## src/sv/ffoa_pkg.sv

```systemverilog
`default_nettype none

package ffoa_pkg;

	// Fixed payload widths of the channels
	localparam int unsigned SIZE_W  = 11;
	localparam int unsigned OWNER_W = 10;
	localparam int unsigned START_W = 10;
	localparam int unsigned COUNT_W = 11;

	// Request operation codes
	localparam logic OP_ALLOC = 1'b0;
	localparam logic OP_FREE  = 1'b1;

	// Size register reset value and saturation limit of the freed count
	localparam logic [SIZE_W-1:0]  MEM_SIZE_RST = 11'd1024;
	localparam logic [COUNT_W-1:0] COUNT_MAX    = 11'h7FF;

	// Commands from the controller to the datapath
	typedef struct packed {
		logic clear;
		logic capture;
		logic scan;
		logic fill;
		logic load_out;
	} ffoa_cmd_t;

	// Status from the datapath to the controller
	typedef struct packed {
		logic clear_done;
		logic scan_done;
		logic hit;
		logic fill_done;
	} ffoa_sts_t;

endpackage

`default_nettype wire

```

## src/sv/ffoa_ctrl.sv

```systemverilog
`default_nettype none

module ffoa_ctrl import ffoa_pkg::*; (
	input  wire logic      clk,
	input  wire logic      arst_n,
	input  wire logic      req_valid,
	output logic           req_ready,
	output logic           rsp_valid,
	input  wire logic      rsp_ready,
	input  wire ffoa_sts_t sts,
	output ffoa_cmd_t      cmd
);

	typedef enum logic [4:0] {
		ST_CLEAR = 5'b00001,
		ST_IDLE  = 5'b00010,
		ST_SCAN  = 5'b00100,
		ST_FILL  = 5'b01000,
		ST_DONE  = 5'b10000
	} state_t;

	state_t state_q, state_d;
	logic   out_valid_q;
	logic   slot_free;

	assign slot_free = !out_valid_q || rsp_ready;
	assign req_ready = (state_q == ST_IDLE);
	assign rsp_valid = out_valid_q;

	// Sequence clear, capture, scan, fill and result hand-over
	always_comb begin
		state_d = state_q;
		cmd     = '0;
		case (state_q)
			ST_CLEAR: begin
				cmd.clear = 1'b1;
				if (sts.clear_done) state_d = ST_IDLE;
			end
			ST_IDLE: begin
				if (req_valid) begin
					cmd.capture = 1'b1;
					state_d     = ST_SCAN;
				end
			end
			ST_SCAN: begin
				cmd.scan = 1'b1;
				if (sts.scan_done) state_d = sts.hit ? ST_FILL : ST_DONE;
			end
			ST_FILL: begin
				cmd.fill = 1'b1;
				if (sts.fill_done) state_d = ST_DONE;
			end
			ST_DONE: begin
				if (slot_free) begin
					cmd.load_out = 1'b1;
					state_d      = ST_IDLE;
				end
			end
			default: state_d = ST_CLEAR;
		endcase
	end

	// Hold state and the output slot flag
	always_ff @(posedge clk or negedge arst_n) begin
		if (!arst_n) begin
			state_q     <= ST_CLEAR;
			out_valid_q <= 1'b0;
		end else begin
			state_q <= state_d;
			if (cmd.load_out) out_valid_q <= 1'b1;
			else if (rsp_ready) out_valid_q <= 1'b0;
		end
	end

endmodule

`default_nettype wire

```

## config.mk

```make
export PLATFORM = sky130hd
export DESIGN_NAME = ffoa_ctrl
export DESIGN_NICKNAME = d
export VERILOG_FILES = /design/src/sv/ffoa_pkg.sv /design/src/sv/ffoa_ctrl.sv
export SDC_FILE = /design/constraint.sdc
export NUM_CORES = 1
export LEC_CHECK = 0
export ABC_AREA = 0
export BUFFER_PORTS_ARGS = -buffer_cell sky130_fd_sc_hd__buf_2
export CORE_AREA = 2 2 39 41
export DETAILED_ROUTE_END_ITERATION = 8
export DIE_AREA = 0 0 41 43
export PLACE_DENSITY = 0.52
export SYNTH_ARGS = -nofsm -noshare
export SYNTH_HDL_FRONTEND = slang
export SYNTH_SLANG_ARGS = --single-unit
```

## constraint.sdc

```tcl
create_clock -name clk -period 2.2 [get_ports clk]
set_clock_uncertainty 0.1 [all_clocks]
set_input_delay 0.22 -clock clk [delete_from_list [all_inputs] [get_ports clk]]
set_output_delay 0.22 -clock clk [all_outputs]
set_load 0.01 [all_outputs]
```

==> reports/summary.txt, run 1 <==
Status = completed
Vias in the first global route = 333
Compound-Gate Fraction of Synth Area = 16.9%
Most frequent cells in the layout = 14 x buf_2, 5 x dfrtp_1, 3 x inv_1, 3 x o21ai_0, 3 x clkbuf_4
N_diodes = 0
Buffers & Inverters on Critical Path = 1
Dpl cells = 69
Root Buffer = clkbuf_4
DRT iter0 DRCs = 2
DR vias/cell = 4.69
Clock group share of total power = 22.4%
Number of CTS-inserted buffers = 3
Crit end category = output port
Post-Synth Adder-Cell Area = 0%
WL/cell = 10.8 µm
Commonest non-fill, non-tap cell in the layout = buf_2
Final period utilization = 79.9%
Setup TNS = 0 ns
Mux share of post-synthesis cell area = 5.32%
DRC = 0
Cell Pwr Density = 966 nW/µm²
Setup Fix Bufs, Post-CTS = 0
Global route overflow = 0
Initial antenna violation count = 0
Arrival time at the worst endpoint = 1.44 ns
DPL Wire Length = 637 µm
Final wirelength = 798 µm
Avg Synthesized Cell Area = 9.66 µm²
Setup CP Type = reg -> out
Max-Cap Viols = 0
Pre-antenna DRT Iters = 3
Flop pwr share = 37.3%
Worst Tran Pin Value = 0.244 ns
Max Transition Viols Final = 0
CTS tree = built
Seq/Total Area, Yosys = 40.2%
Largest net degree at the start of global routing = 9
Maximum clock insertion buffer count = 2
Post-route ant nets = 0
Die height = 43 µm
Largest family of logic cells by synthesized area = simple AND/OR/NAND/NOR gates
Final hold vios = 0
Post-Layout Cell Count = 74
Yosys warns = 0
Minimum clock period after layout = 1.76 ns
Comb power frac = 40.2%
Vias = 347
Post-synthesis cell area = 377 µm²
Highest Clock Rate = 569 MHz
Row count = 14
CP Max Fanout = 8
Placed Instance Area = 467 µm²
Seq cells post-synth = 6
First-pass GRT wire length = 1.38 mm
Post-synthesis simple-gate area fraction = 34.6%
RSZ-0062 raised after global routing = false
Async S/R FF share, synth = 100%
Die Area = 1760 µm²
Mapped Cells = 39
Area contributors post-synth = dfrtp_1 33%, dfstp_2 7.0%, mux2i_1 5.3%
Core area = 1380 µm²
Clock-pin slew on the worst setup and hold paths = 0.05 ns
P_int = 320 µW
Initial core utilization = 27.2%
H-tree Lvls = 1
CP startpoint kind = flop
Io pins = 15
Delay-heaviest family, CP = simple AND/OR/NAND/NOR gates
Number of fill cells = 153
Synth-to-layout area growth = 33.6%
Sink count of the clock tree = 6
CP Data Required Time = 1.88 ns
VDD IR-drop max = 401 µV
Switching power total = 166 µW
Port-buffer cells = 14
Lkg Pwr = 0.254 nW
Sw frac = 34.1%
Syn Nets = 47
Share of layout cells above drive strength 1 = 39.7%
Critical path, cell by cell = nor3_2, nand3b_1, nor2b_1, buf_2
Cell variety after synth = 24
Synth Flop Type = dfrtp_1
Worst skew pair latency = 0.24 ns
Area share of xor/xnor cells in the synthesized design = 0%
Hold Crit Class = in -> reg
Final instance area = 503 µm²
Nets = 67
Max stage delay on crit path = 0.44 ns
Die width = 41 µm
Yosys top cell area share = 33.2%
Crit-path slowest cell = dfrtp_1
Leading area contributor after synthesis = dfrtp_1
Slew HR = 83.6%
Setup violators final = 0
GPL Wtd Cong = 0.714
Total track usage = 11.8%
EDFF count, synth = 0
worst reg2reg max path, stage by stage (launching register included):
cell and delay (ns):
dfrtp_1 0.44, nor3_2 0.26, nand3b_1 0.21, mux2i_1 0.22, o22ai_1 0.08
synth_stat cells (all sizes together) (2+ instances only):
master,number
dfrtp,5
o21ai,4
inv,3
and3b,2
mux2i,2
nand3,2
nand3b,2
nor2,2
nor2b,2
nor3,2
nor3b,2
o21a,2
o22ai,2
layout make-up:
class                      instances  area [µm²]  area share [%]
tap                               16        20.0            3.98
timing repair buffer              15        80.1            15.9
sequential                         6         151            30.1
inverter                           3        11.3            2.24
multi-input combinational         30         214            42.5
clock buffer                       4        26.3            5.22
through the flow:
| stage | hold WS (ns) | utilization [%] | total power [mW] | worst slack (ns) |
|---|---|---|---|---|
| 2_1_floorplan | -0.176 | - | 0.321 | 0.829 |
| 3_3_place_gp | -0.0476 | 33.7 | 0.385 | 0.706 |
| 3_5_place_dp | -0.0486 | 33.7 | 0.380 | 0.696 |
| 4_1_cts | 0.0603 | 36.3 | 0.498 | 0.407 |
| 5_1_grt | 0.0753 | 36.3 | 0.531 | 0.358 |
| 6_report | 0.0680 | 36.3 | 0.486 | 0.443 |
worst paths after layout:
| path | from | endpoint | slack [ns] | depth (start not counted) |
|---|---|---|---|---|
| max reg2reg | state_q[2] | state_q[1] | 0.76 | 4 |
| min reg2reg | rsp_valid | rsp_valid | 0.44 | 2 |
| max in group asynchronous | arst_n | state_q[0] | 1.55 | 2 |
| min in group asynchronous | arst_n | state_q[3] | 0.23 | 2 |
| min | sts[2] | state_q[2] | 0.07 | 2 |
| max | state_q[2] | cmd[0] | 0.44 | 4 |
sequential cells by signal, summed over array words and instances (netlist names):
name and count:
rsp_valid 1, state_q 5
routing by layer:
| metal | track usage [%] | up-vias | wire, µm |
|---|---|---|---|
| met4 | 10.0 | 0 | 0 |
| met3 | 1.57 | 0 | 38 |
| li1 | - | 181 | - |
| met1 | 15.5 | 158 | 357 |
| met2 | 16.3 | 8 | 401 |
| met5 | 0 | - | 0 |
power groups by stage:
stage               clock network (mW)  logic, mW  registers [mW]
CTS                              0.116      0.200           0.182
global placement                     0      0.199           0.186
detailed placement                   0      0.197           0.184
global route                     0.121      0.222           0.188
floorplan                            0      0.147           0.174
finish                           0.109      0.195           0.181
cell families (layout without fill, tap and decap cells):
| family | after synthesis | count (layout) |
|---|---|---|
| mux | 2 | 2 |
| compound gates | 10 | 10 |
| buf+inv | 3 | 22 |
| flops | 6 | 6 |
| simple gates | 18 | 18 |
repair_timing:
action / 4_1_cts / 5_1_grt
endpoints found under the hold margin: 6 / 0
gates resized for setup: 0 / 0
hold buffers: 1 / 0
Power figures use the tool's default switching activity.
==> run 2: changes to the inputs <==
--- a/config.mk
+++ b/config.mk
@@ -5,12 +5,12 @@
 export SDC_FILE = /design/constraint.sdc
 export NUM_CORES = 1
 export LEC_CHECK = 0
-export ABC_AREA = 0
+export ABC_AREA = 1
 export BUFFER_PORTS_ARGS = -buffer_cell sky130_fd_sc_hd__buf_2
 export CORE_AREA = 2 2 39 41
 export DETAILED_ROUTE_END_ITERATION = 8
 export DIE_AREA = 0 0 41 43
-export PLACE_DENSITY = 0.52
+export PLACE_DENSITY = 0.56
 export SYNTH_ARGS = -nofsm -noshare
 export SYNTH_HDL_FRONTEND = slang
 export SYNTH_SLANG_ARGS = --single-unit
==> constraint.sdc (replaced) <==
create_clock -name clk -period 1.5 [get_ports clk]
set_clock_uncertainty 0.1 [all_clocks]
set_input_delay 0.15 -clock clk [delete_from_list [all_inputs] [get_ports clk]]
set_output_delay 0.15 -clock clk [all_outputs]
set_load 0.01 [all_outputs]
==> run 2 against run 1 <==
  * Clock-buffer cell count unchanged
  * Sequential cell count unchanged
  * Utilization increased by 3.8 points
  * Total power increased by 53%
  * Sequential share of layout area decreased by 2.6 points
==> reports/summary.txt, run 2 <==
Status = completed
DRC = 0
Yosys warns = 0
N_diodes = 0
Final wirelength = 872 µm
Io pins = 15
EDFF count, synth = 0
DR vias/cell = 4.47
Die width = 41 µm
Row count = 14
Crit-path slowest cell = dfrtp_2
Number of CTS-inserted buffers = 3
Commonest non-fill, non-tap cell in the layout = buf_2
Synth Flop Type = dfrtp_1
Sw frac = 39.5%
Mapped Cells = 52
Syn Nets = 60
Lkg Pwr = 0.331 nW
CTS tree = built
Share of layout cells above drive strength 1 = 43.2%
CP Max Fanout = 4
Die Area = 1760 µm²
Number of fill cells = 143
Max Transition Viols Final = 0
Largest reg by FF count = state_q
Post-route ant nets = 0
GPL Wtd Cong = 0.763
Arrival time at the worst endpoint = 1.24 ns
Top-count cell post-synth = inv_1
Final hold vios = 0
Flop pwr share = 34.0%
VDD IR-drop max = 419 µV
Area contributors post-synth = dfrtp_1 32%, inv_1 12%, nor2_4 8.5%
P_int = 450 µW
Minimum clock period after layout = 1.49 ns
Comb power frac = 43.5%
Crit end category = output port
DPL Wire Length = 656 µm
CP Data Required Time = 1.25 ns
CP startpoint kind = flop
DRT iter0 DRCs = 5
Hold Crit Class = in -> reg
Power, Total = 744 µW
Largest net degree at the start of global routing = 7
Root Buffer = clkbuf_4
Vias in the first global route = 366
Core area = 1380 µm²
Pre-antenna DRT Iters = 4
Yosys top cell area share = 31.6%
Core Util, Final = 40.1%
Cell Pwr Density = 1340 nW/µm²
Placed Instance Area = 485 µm²
Seq cells post-synth = 6
Total track usage = 12.8%
RSZ-0062 raised after global routing = true
Max stage delay on crit path = 0.43 ns
Setup TNS = 0 ns
Die height = 43 µm
Initial antenna violation count = 0
Synth-to-layout area growth = 40.5%
Place WS = 0.196 ns
Most frequent cells in the layout = 14 x buf_2, 13 x inv_1, 6 x nand2_1
Critical path, cell by cell = nor2_4, nand3_2, nor2_1, buf_2
Worst Tran Pin Value = 0.196 ns
Delay-heaviest family, CP = flip-flops
Setup ws final = 0.00578 ns
Buffers & Inverters on Critical Path = 1
Max FFs per register = 5
Highest Clock Rate = 669 MHz
Vias = 402
M3 GR Usage = 3.14%
Async S/R FF share, synth = 100%
List of most frequent post-synthesis cells = 13 x inv_1, 6 x nand2_1, 6 x nand3_1, 5 x dfrtp_1, 5 x nor2_1
Setup violators final = 0
WL/cell = 9.69 µm
Post-synthesis cell area = 395 µm²
Leading area contributor after synthesis = dfrtp_1
Max-Cap Viols = 0
Port-buffer cells = 14
Clock-pin slew on the worst setup and hold paths = 0.05 ns
Worst skew pair latency = 0.26 ns
Global route overflow = 0
Final period utilization = 99.6%
Setup CP Type = reg -> out
Sink count of the clock tree = 6
First-pass GRT wire length = 1.41 mm
Seq/Total Area, Yosys = 38.3%
Switching power total = 294 µW
Initial core utilization = 28.6%
Clock group share of total power = 22.5%
Met2 global-route usage = 18.4%
Cell variety after synth = 14
Nets = 83
Met1 track demand over resource = 13.5%
Maximum clock insertion buffer count = 2
Avg Synthesized Cell Area = 7.60 µm²
GRT busiest layer = met2
Slew HR = 86.9%
H-tree Lvls = 1
Final instance area = 556 µm²
run 2: changes by cell type after synthesis, moves of 2 or more:
cell and delta:
nand4_1 +3, nor2_4 +3, nor2_1 +3, nor2_2 +4
o21a_1 -2, mux2i_1 -2, nand3b_1 -2, nand3_1 +4
inv_1 +10, o21ai_0 -3, nand2_1 +5, nor3b_1 -2
run 2: repair_timing:
action                                  CTS  global route
endpoints found under the setup margin    0             6
hold buffers                              2             0
endpoints found under the hold margin     7             0
setup buffers                             0             2
resized for setup                         0             3
run 2: layout make-up:
class	instances	area [µm²]	area share (%)
clock buffer	4	26.3	4.73
inverter	13	48.8	8.78
multi-input combinational	33	203	36.5
sequential	6	153	27.5
tap	16	20.0	3.60
timing repair buffer	18	105	18.9
run 2: power by group through the flow:
stage	logic, mW	clock network, mW	registers [mW]
floorplan	0.208	0	0.248
global placement	0.286	0	0.253
detailed placement	0.285	0	0.252
CTS	0.290	0.168	0.249
global route	0.372	0.179	0.258
finish	0.324	0.168	0.253
run 2: per-stage QoR:
stage / hold slack, ns / instances
after floorplan: -0.246 / 52
after global placement: -0.123 / 82
after detailed placement: -0.123 / 82
after CTS: 0.0139 / 88
after global routing: 0.0132 / 90
final: 0.00274 / 90
run 2: final timing paths:
path | startpoint | endpoint | depth (start not counted) | slack [ns]
max reg2reg | state_q[2] | state_q[4] | 7 | 0.13
min reg2reg | state_q[4] | rsp_valid | 2 | 0.51
min in group asynchronous | arst_n | state_q[1] | 2 | 0.15
max in group asynchronous | arst_n | state_q[0] | 2 | 0.92
min | sts[2] | state_q[2] | 2 | 0.003
max | state_q[2] | cmd[0] | 4 | 0.006
run 2: metal layers:
| layer | part of all wire (%) | up-vias | wire length (µm) |
|---|---|---|---|
| li1 | - | 211 | - |
| met1 | 44 | 174 | 386 |
| met2 | 46 | 12 | 399 |
| met3 | 5.0 | 5 | 44 |
| met4 | 4.7 | 0 | 41 |
| met5 | 0 | - | 0 |
run 2: logic make-up (layout without fill, tap and decap cells):
| family | Yosys count | after routing | synth area share (%) |
|---|---|---|---|
| and+or+nand+nor | 30 | 30 | 44.9 |
| buffers and inverters | 13 | 35 | 12.3 |
| DFF | 6 | 6 | 38.3 |
| AOI/OAI and AO/OA | 3 | 3 | 4.43 |
